File: src/design/monomial_order_comparator_unit_assert.svh
// Assertion macros for the monomial order comparator.
// The module that uses them supplies clk and rst_n.
`ifndef MONOMIAL_ORDER_COMPARATOR_UNIT_ASSERT_SVH
`define MONOMIAL_ORDER_COMPARATOR_UNIT_ASSERT_SVH

// Same-cycle implication.
`define MOC_ASSERT_NOW(label, ante, cons, msg) \
    label: assert property (@(posedge clk) disable iff (!rst_n) (ante) |-> (cons)) \
        else $error(msg);

// Next-cycle implication.
`define MOC_ASSERT_NEXT(label, ante, cons, msg) \
    label: assert property (@(posedge clk) disable iff (!rst_n) (ante) |=> (cons)) \
        else $error(msg);

`endif

File: src/design/moc_pkg.sv
package moc_pkg;

    localparam int LANE_W     = 8;
    localparam int NUM_SLOTS  = 8;
    localparam int EXP_W      = LANE_W * NUM_SLOTS;
    localparam int ORDER_W    = 3;
    localparam int VARS_W     = 4;
    localparam int CFG_IDX_W  = 2;
    localparam int CFG_DATA_W = 8;

    typedef enum logic [ORDER_W-1:0] {
        ORD_LEX            = 3'd0,
        ORD_REVLEX         = 3'd1,
        ORD_DEGLEX         = 3'd2,
        ORD_REVDEGLEX      = 3'd3,
        ORD_DEGREVLEX      = 3'd4,
        ORD_REV_DEGREVLEX  = 3'd5
    } order_mode_t;

    typedef enum logic [CFG_IDX_W-1:0] {
        REG_ORDER_MODE  = 2'd0,
        REG_VARS_IN_USE = 2'd1
    } cfg_reg_t;

    // Per-lane compare result; unused lanes report zeros.
    typedef struct packed {
        logic              lt;
        logic              gt;
        logic [LANE_W-1:0] a_m;
        logic [LANE_W-1:0] b_m;
    } lane_res_t;

    // Merged flags of one item.
    typedef struct packed {
        logic less;
        logic eq;
        logic ldr;
        logic rdl;
    } cmp_flags_t;

endpackage

File: src/design/moc_lane.sv
module moc_lane
    import moc_pkg::*;
(
    input  logic [LANE_W-1:0] a,
    input  logic [LANE_W-1:0] b,
    input  logic              in_use,
    output lane_res_t         res
);

    always_comb
    begin
        res.lt  = in_use && (a < b);
        res.gt  = in_use && (a > b);
        res.a_m = in_use ? a : '0;
        res.b_m = in_use ? b : '0;
    end

endmodule

File: src/design/moc_merge.sv
module moc_merge
    import moc_pkg::*;
#(
    parameter int NLANES = 8
)
(
    input  lane_res_t            lanes [NLANES],
    input  logic [ORDER_W-1:0]   order_mode,
    output cmp_flags_t           flags
);

    localparam int DEG_W = LANE_W + $clog2(NLANES);

    logic [DEG_W-1:0] dl;
    logic [DEG_W-1:0] dr;
    logic             up_lt;
    logic             up_gt;
    logic             dn_lt;
    logic             dn_gt;
    logic             any_lt;
    logic             any_gt;
    logic             use_deg;
    logic             upward;
    logic             larger_first;
    logic             scan_less;

    // Degree sums and any-lane less/greater flags.
    always_comb
    begin
        dl     = '0;
        dr     = '0;
        any_lt = 1'b0;
        any_gt = 1'b0;
        for (int i = 0; i < NLANES; i++)
        begin
            dl     = dl + DEG_W'(lanes[i].a_m);
            dr     = dr + DEG_W'(lanes[i].b_m);
            any_lt = any_lt | lanes[i].lt;
            any_gt = any_gt | lanes[i].gt;
        end
    end

    // Lowest differing lane wins: walk downward so the last hit is the lowest.
    always_comb
    begin
        up_lt = 1'b0;
        up_gt = 1'b0;
        for (int i = NLANES - 1; i >= 0; i--)
        begin
            if (lanes[i].lt || lanes[i].gt)
            begin
                up_lt = lanes[i].lt;
                up_gt = lanes[i].gt;
            end
        end
    end

    // Highest differing lane wins; unused lanes never differ.
    always_comb
    begin
        dn_lt = 1'b0;
        dn_gt = 1'b0;
        for (int i = 0; i < NLANES; i++)
        begin
            if (lanes[i].lt || lanes[i].gt)
            begin
                dn_lt = lanes[i].lt;
                dn_gt = lanes[i].gt;
            end
        end
    end

    always_comb
    begin
        unique case (order_mode)
            ORD_REVLEX:
            begin
                use_deg = 1'b0; upward = 1'b0; larger_first = 1'b0;
            end
            ORD_DEGLEX:
            begin
                use_deg = 1'b1; upward = 1'b1; larger_first = 1'b0;
            end
            ORD_REVDEGLEX:
            begin
                use_deg = 1'b1; upward = 1'b0; larger_first = 1'b0;
            end
            ORD_DEGREVLEX:
            begin
                use_deg = 1'b1; upward = 1'b0; larger_first = 1'b1;
            end
            ORD_REV_DEGREVLEX:
            begin
                use_deg = 1'b1; upward = 1'b1; larger_first = 1'b1;
            end
            default:
            begin
                // lex, and the two unassigned codes
                use_deg = 1'b0; upward = 1'b1; larger_first = 1'b0;
            end
        endcase
    end

    always_comb
    begin
        if (upward)
            scan_less = larger_first ? up_gt : up_lt;
        else
            scan_less = larger_first ? dn_gt : dn_lt;

        flags.less = (use_deg && (dl != dr)) ? (dl < dr) : scan_less;
        flags.eq   = !(any_lt || any_gt);
        flags.ldr  = !any_gt;
        flags.rdl  = !any_lt;
    end

endmodule

File: src/design/monomial_order_comparator_unit.sv
// Monomial term-order comparator.
//
// Input channel (in_valid/in_ready) carries one item: two packed vectors of
// eight 8-bit exponents, lane one in the low byte. Output channel
// (out_valid/out_ready) returns one item of seven flags per input item, in order.
// Config channel (cfg_valid/cfg_ready, cfg_index, cfg_data) writes order_mode
// (index 0, low 3 bits) and vars_in_use (index 1, low 4 bits); other indexes
// are ignored. cfg_ready is always high. Write config only while idle.
//
// Pipeline: lane stage (MAX_VARS compare lanes, registered) then merge stage
// (degree sums, first/last differing lane, order select, registered output).
// Stages: two register stages, lane-stage register then output register; an item
// moves on, raising out_valid, whenever the output register is free.
// Throughput: one item per cycle, sustained, while out_ready stays high.
// When the receiver stalls, the output register holds its item and the lane
// stage holds one more; in_ready drops only when both are full.
// Reset: pipeline empties, order_mode = lex, vars_in_use = 8. No memories,
// so there is no clearing pass.
module monomial_order_comparator_unit
    import moc_pkg::*;
#(
    parameter int MAX_VARS = 8
)
(
    input  logic                  clk,
    input  logic                  rst_n,

    input  logic                  cfg_valid,
    output logic                  cfg_ready,
    input  logic [CFG_IDX_W-1:0]  cfg_index,
    input  logic [CFG_DATA_W-1:0] cfg_data,

    input  logic                  in_valid,
    output logic                  in_ready,
    input  logic [EXP_W-1:0]      left_exponents,
    input  logic [EXP_W-1:0]      right_exponents,

    output logic                  out_valid,
    input  logic                  out_ready,
    output logic                  is_less,
    output logic                  is_less_or_equal,
    output logic                  is_greater,
    output logic                  is_greater_or_equal,
    output logic                  is_equal,
    output logic                  left_divides_right,
    output logic                  right_divides_left
);

    // Config registers
    logic [ORDER_W-1:0] order_mode_reg;
    logic [VARS_W-1:0]  vars_in_use_reg;

    // Effective lane count, clamped to MAX_VARS
    logic [VARS_W-1:0]  n_eff;
    logic [MAX_VARS-1:0] lane_in_use;

    lane_res_t lane_res    [MAX_VARS];
    lane_res_t s1_lane_reg [MAX_VARS];
    cmp_flags_t merged;
    cmp_flags_t out_flags_reg;

    logic s1_valid_reg;
    logic s1_valid_next;
    logic out_valid_reg;
    logic out_valid_next;

    logic in_fire;
    logic out_take;
    logic out_free;
    logic s1_take;

    //------------------------------------------------------------------
    // Config port: always ready, one register per assigned index.
    //------------------------------------------------------------------
    assign cfg_ready = 1'b1;

    always_ff @(posedge clk or negedge rst_n)
    begin
        if (!rst_n)
        begin
            order_mode_reg  <= ORD_LEX;
            vars_in_use_reg <= VARS_W'(NUM_SLOTS);
        end
        else if (cfg_valid)
        begin
            unique case (cfg_index)
                REG_ORDER_MODE:  order_mode_reg  <= cfg_data[ORDER_W-1:0];
                REG_VARS_IN_USE: vars_in_use_reg <= cfg_data[VARS_W-1:0];
                default:         ;
            endcase
        end
    end

    assign n_eff = (vars_in_use_reg > VARS_W'(MAX_VARS)) ? VARS_W'(MAX_VARS)
                                                         : vars_in_use_reg;

    //------------------------------------------------------------------
    // Handshake: output register frees when taken; the lane stage moves
    // into it whenever it is free.
    //------------------------------------------------------------------
    assign out_take = out_valid_reg && out_ready;
    assign out_free = !out_valid_reg || out_ready;
    assign s1_take  = s1_valid_reg && out_free;
    assign in_ready = !s1_valid_reg || out_free;
    assign in_fire  = in_valid && in_ready;

    always_comb
    begin
        s1_valid_next = s1_valid_reg;
        if (in_fire)
            s1_valid_next = 1'b1;
        else if (s1_take)
            s1_valid_next = 1'b0;

        out_valid_next = out_valid_reg;
        if (s1_take)
            out_valid_next = 1'b1;
        else if (out_take)
            out_valid_next = 1'b0;
    end

    always_ff @(posedge clk or negedge rst_n)
    begin
        if (!rst_n)
        begin
            s1_valid_reg  <= 1'b0;
            out_valid_reg <= 1'b0;
        end
        else
        begin
            s1_valid_reg  <= s1_valid_next;
            out_valid_reg <= out_valid_next;
        end
    end

    //------------------------------------------------------------------
    // Lane stage: one comparator per variable.
    //------------------------------------------------------------------
    for (genvar i = 0; i < MAX_VARS; i++)
    begin : g_lane
        assign lane_in_use[i] = (VARS_W'(i) < n_eff);

        moc_lane u_lane (
            .a      (left_exponents[i*LANE_W +: LANE_W]),
            .b      (right_exponents[i*LANE_W +: LANE_W]),
            .in_use (lane_in_use[i]),
            .res    (lane_res[i])
        );
    end

    always_ff @(posedge clk)
    begin
        if (in_fire)
            s1_lane_reg <= lane_res;
    end

    //------------------------------------------------------------------
    // Merge stage: degrees, scan direction, order select.
    //------------------------------------------------------------------
    moc_merge #(
        .NLANES (MAX_VARS)
    ) u_merge (
        .lanes      (s1_lane_reg),
        .order_mode (order_mode_reg),
        .flags      (merged)
    );

    always_ff @(posedge clk)
    begin
        if (s1_take)
            out_flags_reg <= merged;
    end

    //------------------------------------------------------------------
    // Outputs
    //------------------------------------------------------------------
    assign out_valid           = out_valid_reg;
    assign is_less             = out_flags_reg.less;
    assign is_less_or_equal    = out_flags_reg.less || out_flags_reg.eq;
    assign is_greater          = !(out_flags_reg.less || out_flags_reg.eq);
    assign is_greater_or_equal = !out_flags_reg.less;
    assign is_equal            = out_flags_reg.eq;
    assign left_divides_right  = out_flags_reg.ldr;
    assign right_divides_left  = out_flags_reg.rdl;

    //------------------------------------------------------------------
    // Assertions
    //------------------------------------------------------------------
    `include "monomial_order_comparator_unit_assert.svh"

    // Equal vectors divide each other and never order strictly.
    `MOC_ASSERT_NOW(a_equal_flags, out_valid && is_equal,
        left_divides_right && right_divides_left && !is_less, "equal item has bad flags")

    // Both stages full and stalled: no new item may enter.
    `MOC_ASSERT_NOW(a_full_stall, s1_valid_reg && out_valid_reg && !out_ready,
        !in_ready, "item accepted into full pipeline")

    // A lane-stage item that cannot move must still be there next cycle.
    `MOC_ASSERT_NEXT(a_s1_hold, s1_valid_reg && !s1_take,
        s1_valid_reg, "lane stage item dropped")

endmodule
File: config.mk
export PLATFORM = sky130hd
export DESIGN_NAME = monomial_order_comparator_unit
export DESIGN_NICKNAME = d
export VERILOG_FILES = /design/src/design/moc_pkg.sv /design/src/design/moc_lane.sv /design/src/design/moc_merge.sv /design/src/design/monomial_order_comparator_unit.sv
export VERILOG_INCLUDE_DIRS = /design/src /design/src/design
export SDC_FILE = /design/constraint.sdc
export NUM_CORES = 1
export LEC_CHECK = 0
export BUFFER_PORTS_ARGS = -buffer_cell sky130_fd_sc_hd__buf_2
export CORE_MARGIN = 2
export CORE_UTILIZATION = 59
export CTS_CLUSTER_DIAMETER = 60
export DETAILED_ROUTE_END_ITERATION = 6
export PLACE_DENSITY = 0.81
export SETUP_SLACK_MARGIN = 0.2
export SLEW_MARGIN = 20
export SYNTH_ARGS = -nofsm -noshare
export SYNTH_HDL_FRONTEND = slang
export SYNTH_HIERARCHICAL = 1
export SYNTH_SLANG_ARGS = --single-unit
File: constraint.sdc
create_clock -name clk -period 7.7 [get_ports clk]
set_input_delay 0 -clock clk [delete_from_list [all_inputs] [get_ports clk]]
set_output_delay 0 -clock clk [all_outputs]
set_load 0.005 [all_outputs]
### Word level (Yosys, flattened, before mapping)

Cells that the tools add are included.

| storage, ports and cells | value |
|---|---|
| flip-flop bits (word level) | 157 |
| input port bits | 143 |
| logic and storage cells | 191 |

| operators by class | value |
|---|---|
| add/sub/neg operators | 14 |
| reductions and logical operators | 47 |
| eq/ne operators | 7 |
| multiplexer cells | 43 |
| bitwise gates (word level) | 14 |
| magnitude comparators | 26 |

Operators by type and width:

| operator | count |
|---|---|
| adder 11 x 8 -> 11 bit | 12 |
| greater-than comparator 8 bit | 8 |
| less-than comparator 8 bit | 8 |
| 2-to-1 mux 1 bit | 42 |
| logical AND 1 bit | 20 |
| adder 8 x 8 -> 9 bit | 2 |
| less-than comparator 3 x 4 -> 1 bit (first input constant) | 4 |
| bitwise OR 1 bit | 14 |
| logical OR 1 bit | 12 |
| less-than comparator 11 bit | 1 |
| inequality test 11 bit | 1 |
| less-than comparator 1 x 4 -> 1 bit (first input constant) | 2 |
| less-than comparator 2 x 4 -> 1 bit (first input constant) | 2 |
| logical NOT 1 bit | 7 |
| equality test 3 x 2 -> 1 bit (second input constant) | 2 |
| equality test 3 bit (second input constant) | 2 |
| greater-than comparator 4 bit (second input constant) | 1 |
| 2-to-1 mux 4 bit | 1 |
| AND reduction 2 bit | 2 |
| nonzero test 2 bit | 2 |
| OR reduction 4 bit | 1 |
| equality test 3 x 1 -> 1 bit (second input constant) | 1 |
| OR reduction 3 bit | 1 |
| equality test 2 x 1 -> 1 bit (second input constant) | 1 |
| 2 further kinds | 2 |

### Depth between registers and ports, before layout

Gate-level depths: netlist of the first run.

| logic depth | value |
|---|---|
| depth in word-level cells | 12 |
| mapped depth | 24 |
| gate-level depth less buffers | 24 |

### Cells and area by module

The synthesis of the first run kept the hierarchy.

Modules (own cells, without submodules):

| module | cells each | seq. area each (sq um) | area an instance (sq um) | instances |
|---|---|---|---|---|
| monomial_order_comparator_unit | 186 | 4670.7 | 4893.4 | 1 |
| moc_merge | 434 | 0.0 | 3841.2 | 1 |
| moc_lane | 50 | 0.0 | 329.1 | 8 |

### Worst setup path after synthesis of the first run

Ideal clock, no wire load.

| timing | value |
|---|---|
| path kind | register -> register |
| start point | register s1_lane_reg[2] (netlist name) |
| end point | register out_flags_reg, in the netlist is_less (data pin) |
| path buffers | 0 |
| library setup time | 0.138 ns |
| arrival | 5.190 ns |
| period minus slack after synthesis | 5.328 ns |
| cell stages (with the launch flop) | 23 |
| setup slack | 2.372 ns |
| cells stage by stage | edfxtp_1 -> inv_1 -> fa_1 -> inv_1 -> fa_1 -> fa_1 -> inv_1 -> fa_1 -> inv_1 -> ha_1 -> a21oi_1 -> nor2b_1 -> o31a_1 -> or4_1 -> nand2_1 -> a311oi_2 -> ha_1 -> nand4_1 -> or2_1 -> nor4_1 -> a31oi_1 -> a211o_1 -> nand4_1 |

RTL lines:

| element | RTL line | text |
|---|---|---|
| start, declared | monomial_order_comparator_unit.sv:58 | `lane_res_t s1_lane_reg [MAX_VARS];` |
| start signal, assigned | monomial_order_comparator_unit.sv:154 | `s1_lane_reg <= lane_res;` |
| end signal, assigned | monomial_order_comparator_unit.sv:171 | `out_flags_reg <= merged;` |
| end, declared | monomial_order_comparator_unit.sv:60 | `cmp_flags_t out_flags_reg;` |

==> impl_metrics.csv, run 1 <==
group,metric,value,unit
yosys,synth.top_cell.area_share,39.1,%
yosys,async_reset_ff_share,5.73,%
drt,detail_routed_via_count_per_cell,5.62,
global_route,first_global_vias,9360,
worst_setup_path,path_max_fanout,2,
global_route,pin_count_of_the_biggest_net_entering_global_routing,81,
cells_and_area,area_growth_syn_to_layout,26.4,%
power_and_ir_drop,switching_power,2.52,mW
drt,wl_per_cell,20.1,µm
flow_run,maxCapViolations,0,
power_and_ir_drop,pwr-share-comb,65.6,%
yosys,ys_seq_elements,157,
worst_setup_path,crit-reg2reg-capture,"is_less$_DFFE_PP_",
clock_tree,cts.reportedPaths.clkPinSlew,0.06,ns
yosys,synth-edff-count,148,
power_and_ir_drop,seq_power_share,19.7,%
floorplan,fp.dieArea,20400,µm²
clock_tree,clock-sinks,157,
clock_tree,cts-root-to-sink-buffers,2,
worst_setup_path,worstPathCellList,"inv_1, fa_1, inv_1, fa_1, fa_1, inv_1, fa_1, inv_1, ha_1, a21oi_1, nor2b_1, o31a_1, or4_1, nand2_1, xor2_1, ha_1, a21oi_1, o21ai_1, a21o_1, a2111oi_0, o21ai_0, nand4_1",
drt,detailed_routing_iterations_pass_1,5,
drt,drc,0,
yosys,synth.area.top_cells,"edfxtp_1 (39%), fa_1 (14%), ha_1 (13%)",
timing,worst-slew-pin-transition,1.03,ns
worst_setup_path,ff2ff_path_depth,22,
worst_setup_path,cpMaxStageDelayCell,"fa_1",
power_and_ir_drop,power_density,402,nW/µm²
floorplan,initial_utilization,60.4,%
worst_setup_path,cp_data_required_time,7.99,ns
timing,max_slew_margin,31.1,%
clock_tree,cts_tree,"built",
worst_setup_path,critical_path.reg2reg.startpoint,"s1_lane_reg[2]$_DFFE_PP_",
yosys,synth_cells,1020,
timing,report.final.hold_viol_count,0,
yosys,syn_nets,1362,
timing,clock-skew-final,0.0161,ns
global_route,groute.usage.overall,32.2,%
run_status,status,"finished, final reports clean",
yosys,synth_warnings,6,
clock_tree,cts-buffers-inserted,17,
placed_design,routabilityCongestion,0.914,
drt,route.vias.total,8943,
worst_hold_path,hold_path.class,"in2async",
floorplan,die_height,143,µm
timing,period_share,75.4,%
drt,ant_nets,0,
cells_and_area,nNetsFinal,1658,
power_and_ir_drop,ir_drop,557,µV
yosys,yosysMostFrequentCell,"inv_1",
cells_and_area,drive_above_1_share,14.7,%
floorplan,pin_count,153,
yosys,synth_top_cells_by_count,"inv_1 (194), edfxtp_1 (148), and2_1 (131), ha_1 (121), fa_1 (78)",
floorplan,floorplan.rows,50,
placed_design,pre_cts_slack,1.97,ns
worst_setup_path,timing.setup.critical_path_class,"reg2reg",
power_and_ir_drop,clock_power_share,14.8,%
worst_setup_path,path_buf_inv,4,
power_and_ir_drop,leakagePower,6.54,nW
worst_setup_path,max_stage_delay,0.60,ns
timing,tns,0,ns
timing,final_period_minus_worst_setup_slack,5.81,ns
worst_setup_path,startpoint_type,"flip-flop",
power_and_ir_drop,power.internal,3.25,mW
worst_setup_path,worst_ep_arrival_time,6.09,ns
timing,grt_setup_unrepaired,"false",
global_route,grt_antenna_before_repair,2,
cells_and_area,max_ffs_per_register,144,
clock_tree,clockRootBuffer,"clkbuf_16",
global_route,wire_length_of_the_first_global_routing_pass,48200,µm
timing,finalMaxSlewViolations,0,
yosys,dominantRegCellSynth,"edfxtp_1",
yosys,yosysTopAreaCell,"edfxtp_1",
floorplan,placeableCoreArea,18800,µm²
cells_and_area,fillers,1114,
placed_design,place.port_buffers,147,
clock_tree,post_cts.resized_instances,0,
drt,initialDrtViolationCount,696,
yosys,synth_area,11400,µm²
worst_setup_path,worst-r2r-setup-slack,1.89,ns
power_and_ir_drop,power,5.78,mW
drt,routed_wl,32000,µm
yosys,netlist-cell-type-count,57,
worst_setup_path,critPathTopFamily,"adder cells",
cells_and_area,final_area,14400,µm²
yosys,post_synth.cell_area_avg,11.1,µm²
power_and_ir_drop,swShare,43.7,%
timing,timing.fmax,172,MHz
yosys,synth_seq_area_share,41.1,%
timing,setup_viol,0,
placed_design,post_dp_cell_area,12400,µm²
global_route,grt_overflow_total,0,
placed_design,dpl.hpwl,21200,µm
timing,setup_slack,1.89,ns
floorplan,die_x,143,µm
clock_tree,clk_latency,0.44,ns
clock_tree,htree_levels,4,
worst_setup_path,critPathCaptureType,"flip-flop",
cell usage in the layout (no fill, tap or decap), types with 4 or more instances in the layout:
| cell | instances |
|---|---|
| xnor2_1 | 19 |
| clkbuf_16 | 17 |
| and3_1 | 9 |
| and4_1 | 9 |
| a21oi_1 | 67 |
| nor2b_1 | 4 |
| buf_2 | 147 |
| inv_6 | 4 |
| nand2b_1 | 9 |
| fa_1 | 78 |
| nor2_1 | 23 |
| or3_1 | 5 |
| nor3_1 | 5 |
| o2bb2ai_1 | 8 |
| inv_1 | 194 |
| dlygate4sd3_1 | 139 |
| nand4_1 | 19 |
| o21ai_1 | 11 |
| o21a_1 | 10 |
| ha_1 | 121 |
| edfxtp_1 | 148 |
| a21o_1 | 9 |
| xor2_1 | 9 |
| o21bai_1 | 5 |
| o21ai_0 | 22 |
| and2_1 | 130 |
| dfrtp_1 | 8 |
| nand2_1 | 38 |
| mux2_2 | 7 |
| clkinvlp_4 | 4 |
how the worst max path moves through the flow:
stage | start | endpoint | slack, ns | cells after the start
3_3_place_gp | s1_lane_reg[2]$_DFFE_PP_ | is_less$_DFFE_PP_ | 2.05 | 22
2_1_floorplan | s1_lane_reg[2]$_DFFE_PP_ | is_less$_DFFE_PP_ | 2.37 | 22
6_report | s1_lane_reg[2]$_DFFE_PP_ | is_less$_DFFE_PP_ | 1.89 | 22
5_1_grt | s1_lane_reg[2]$_DFFE_PP_ | is_less$_DFFE_PP_ | 1.59 | 22
4_1_cts | s1_lane_reg[2]$_DFFE_PP_ | is_less$_DFFE_PP_ | 1.91 | 22
3_5_place_dp | s1_lane_reg[2]$_DFFE_PP_ | is_less$_DFFE_PP_ | 1.97 | 22
metal layers:
| metal | up-vias | track usage, % | share of wire (%) |
|---|---|---|---|
| met5 | - | 0 | 0 |
| met4 | 0 | 16.6 | 5.4 |
| met3 | 129 | 8.25 | 8.9 |
| met2 | 509 | 54.3 | 49 |
| met1 | 4257 | 38.2 | 37 |
| li1 | 4048 | - | - |
power groups by stage:
stage                     Combinational [mW]  Clock [mW]  Sequential (mW)
final                                   3.79       0.854             1.14
after global routing                    4.22       0.894             1.14
after CTS                               3.72       0.851             1.13
after detailed placement                3.59           0             1.15
after global placement                  3.40           0             1.14
after floorplan                         2.72           0             1.13
what timing repair did:
action,in CTS,in global routing
hold buffers,139,0
setup buffers,0,0
endpoints found under the hold margin,146,0
through the flow:
stage	hold slack, ns	cells	util [%]
6_report	0.0724	1591	76.3
3_3_place_gp	-0.144	1418	65.8
2_1_floorplan	-0.296	1020	-
3_5_place_dp	-0.138	1418	65.8
4_1_cts	0.0490	1589	76.3
5_1_grt	0.0807	1591	76.3
area by class of cell:
cell class	count	area (µm²)	share of cell area, %
multi-input combinational	658	5920	41.2
clock buffer	18	429	2.99
tap	260	325	2.26
antenna	2	5.00	0.0348
timing repair buffer	287	2130	14.9
sequential	157	4670	32.5
clock inverter	14	158	1.10
inverter	195	732	5.09
kinds of logic (layout without fill, tap and decap cells):
kind of cell    count (synthesis)  after routing  share of synthesized area [%]
simple gates                  268            268                           13.7
buf+inv                       205            514                           6.89
fa+ha+maj                     199            199                           27.1
flops                         157            157                           41.1
compound gates                154            154                           8.33
xor+xnor                       28             28                           2.16
mux                             8              8                          0.782
other cells                     1              3                         0.0330
Power figures use the tool's default switching activity.
==> inputs of run 2 (changes only) <==
--- a/config.mk
+++ b/config.mk
@@ -8,10 +8,10 @@
 export LEC_CHECK = 0
 export BUFFER_PORTS_ARGS = -buffer_cell sky130_fd_sc_hd__buf_2
 export CORE_MARGIN = 2
-export CORE_UTILIZATION = 59
+export CORE_UTILIZATION = 53
 export CTS_CLUSTER_DIAMETER = 60
 export DETAILED_ROUTE_END_ITERATION = 6
-export PLACE_DENSITY = 0.81
+export PLACE_DENSITY = 0.77
 export SETUP_SLACK_MARGIN = 0.2
 export SLEW_MARGIN = 20
 export SYNTH_ARGS = -nofsm -noshare
==> constraint.sdc (replaced) <==
create_clock -name clk -period 4.76 [get_ports clk]
set_input_delay 0 -clock clk [delete_from_list [all_inputs] [get_ports clk]]
set_output_delay 0 -clock clk [all_outputs]
set_load 0.005 [all_outputs]
==> impl_metrics.csv, run 2 (same netlist as run 1, synthesis figures left out) <==
group,metric,value,unit
run_status,status,"complete, but fails checks",
run_status,violations,"setup timing",
drt,routed_wl,31700,µm
worst_setup_path,timing.critical_path.mode_cell,"fa_1",
timing,clock-skew-final,0.0125,ns
power_and_ir_drop,ir_drop,841,µV
timing,setup_slack,-0.752,ns
floorplan,fp.dieArea,22600,µm²
power_and_ir_drop,power_density,743,nW/µm²
timing,grt_setup_unrepaired,"true",
drt,initialDrtViolationCount,906,
timing,setup_viol,1,
clock_tree,clk_latency,0.43,ns
worst_setup_path,startpoint_type,"flip-flop",
timing,period_share,116,%
worst_hold_path,hold_start,"left_exponents[42]",
timing,final_period_minus_worst_setup_slack,5.51,ns
timing,final.hold.worst_slack,0.0129,ns
cells_and_area,most-common-layout-cells,"inv_1 (193), edfxtp_1 (148), buf_2 (147), dlygate4sd3_1 (136), and2_1 (130)",
clock_tree,htree_levels,4,
drt,route.vias.total,8911,
drt,detail_routed_via_count_per_cell,5.41,
worst_hold_path,hold_path_depth,2,
global_route,first_global_vias,9295,
worst_setup_path,cp_data_required_time,5.04,ns
worst_setup_path,worst-r2r-setup-slack,-0.75,ns
global_route,grt_antenna_before_repair,0,
cells_and_area,fillers,1367,
drt,highest-signal-layer,"met4",
flow_run,maxCapViolations,0,
placed_design,place.port_buffers,147,
worst_setup_path,cpMaxStageDelayCell,"fa_1",
cells_and_area,final_core_utilization,70.4,%
timing,tns,-0.752,ns
worst_setup_path,worst_ep_arrival_time,5.79,ns
cells_and_area,area_growth_syn_to_layout,30.1,%
global_route,groute.usage.overall,29.0,%
worst_setup_path,critical_path.reg2reg.startpoint,"s1_lane_reg[56]$_DFFE_PP_",
global_route,pin_count_of_the_biggest_net_entering_global_routing,86,
floorplan,die_x,150,µm
clock_tree,cts-root-to-sink-buffers,2,
drt,drc,0,
floorplan,floorplan.rows,53,
placed_design,routabilityCongestion,0.918,
cells_and_area,max_ffs_per_register,144,
clock_tree,cts_tree,"built",
drt,ant_nets,0,
floorplan,pin_count,153,
placed_design,dpl.hpwl,21800,µm
drt,met3_wire_length,2220,µm
worst_setup_path,timing.setup.critical_path_class,"reg2reg",
cells_and_area,drive_above_1_share,18.7,%
drt,wl_per_cell,19.3,µm
cells_and_area,nNetsFinal,1703,
worst_setup_path,crit-reg2reg-capture,"is_less$_DFFE_PP_",
floorplan,placeableCoreArea,21000,µm²
global_route,wire_length_of_the_first_global_routing_pass,48400,µm
drt,detail_route.wirelength.met1,12400,µm
worst_setup_path,ff2ff_path_depth,20,
clock_tree,cts-buffers-inserted,17,
timing,report.final.hold_viol_count,0,
clock_tree,clock-sinks,157,
cells_and_area,num_antenna_cells,0,
power_and_ir_drop,leakagePower,6.77,nW
global_route,grt_overflow_total,0,
worst_hold_path,hold_path.class,"in2reg",
drt,detailed_routing_iterations_pass_1,7,
worst_hold_path,whs_endpoint,"s1_lane_reg[46]$_DFFE_PP_",
drt,met2_length,15600,µm
timing,max_slew_margin,56.8,%
timing,worst-slew-pin-transition,0.647,ns
worst_setup_path,critPathCaptureType,"flip-flop",
clock_tree,cts.reportedPaths.clkPinSlew,0.06,ns
clock_tree,clockRootBuffer,"clkbuf_16",
worst_setup_path,max_stage_delay,0.54,ns
floorplan,initial_utilization,54.1,%
timing,finalMaxSlewViolations,0,
worst_setup_path,path_max_fanout,4,
worst_setup_path,worstPathCellList,"fa_1, fa_1, fa_1, inv_1, fa_1, inv_1, ha_4, a21oi_2, nor2b_1, o31a_1, or4_4, and3_4, a311oi_2, ha_1, nand4_1, or2_4, o21ai_2, nor2_1, a2111o_1, nand4_1",
cells_and_area,layout.cells.most_common,"inv_1",
timing,timing.fmax,181,MHz
floorplan,die_height,150,µm
run 2: changes by cell type in the layout (fill, tap and decap cells not counted), sizes merged:
cell	previous run	this run
clkinvlp	4	2
inv	199	196
bufinv	2	1
buf	148	196
clkinv	4	8
diode	2	0
dlygate4sd3	139	136
run 2: how the worst max path moves through the flow:
stage	from	to	slack, ns	depth (start not counted)
2_1_floorplan	s1_lane_reg[56]$_DFFE_PP_	is_less$_DFFE_PP_	-0.51	20
3_3_place_gp	s1_lane_reg[56]$_DFFE_PP_	is_less$_DFFE_PP_	-0.66	20
3_5_place_dp	s1_lane_reg[56]$_DFFE_PP_	is_less$_DFFE_PP_	-0.86	20
4_1_cts	s1_lane_reg[2]$_DFFE_PP_	is_less$_DFFE_PP_	-0.73	22
5_1_grt	s1_lane_reg[10]$_DFFE_PP_	is_less$_DFFE_PP_	-0.89	21
6_report	s1_lane_reg[56]$_DFFE_PP_	is_less$_DFFE_PP_	-0.75	20
run 2: timing repair:
| action | in CTS | in global routing |
|---|---|---|
| gates resized for setup | 9 | 13 |
| hold buffers | 136 | 0 |
| endpoints found under the hold margin | 142 | 0 |
| setup buffers | 2 | 1 |
| pin swaps | 6 | 14 |
| setup endpoints to repair | 1 | 1 |
run 2: per-layer routing:
layer	up-vias	global-route usage (%)
met5	-	0
met2	460	48.4
met3	111	6.06
li1	4126	-
met1	4214	35.9
met4	0	14.7
run 2: cell type report:
type,instances,area (µm²),share of cell area (%)
well taps,275,344,2.33
multi-input cells,658,6030,40.8
inverters,195,732,4.95
clock buffers,18,429,2.90
repair buffers,332,2480,16.8
flip-flops and latches,157,4670,31.6
clock inverters,12,97.6,0.660
run 2: critical path, delay by kind of cell (launching register included):
family,cells,cell delay (ns)
adders and majority gates,6,2.52
AOI/OAI and AO/OA,5,1.09
and+or+nand+nor,7,1.22
buffers and inverters,2,0.14
DFF,1,0.39
run 2: power by group:
| group | switching, mW | internal, mW |
|---|---|---|
| combinational | 3.99 | 3.89 |
| sequential | 0.115 | 1.73 |
| clock | 0.557 | 0.708 |
run 2: stage by stage:
stage / std cells / worst slack (ns) / instance area (µm²) / power [mW]
CTS: 1645 / -0.733 / 14700 / 10.1
floorplan: 1020 / -0.506 / 11400 / 6.26
finish: 1647 / -0.752 / 14800 / 11.0
global route: 1647 / -0.893 / 14800 / 11.9
detailed placement: 1477 / -0.864 / 12700 / 8.49
global placement: 1477 / -0.664 / 12700 / 8.31
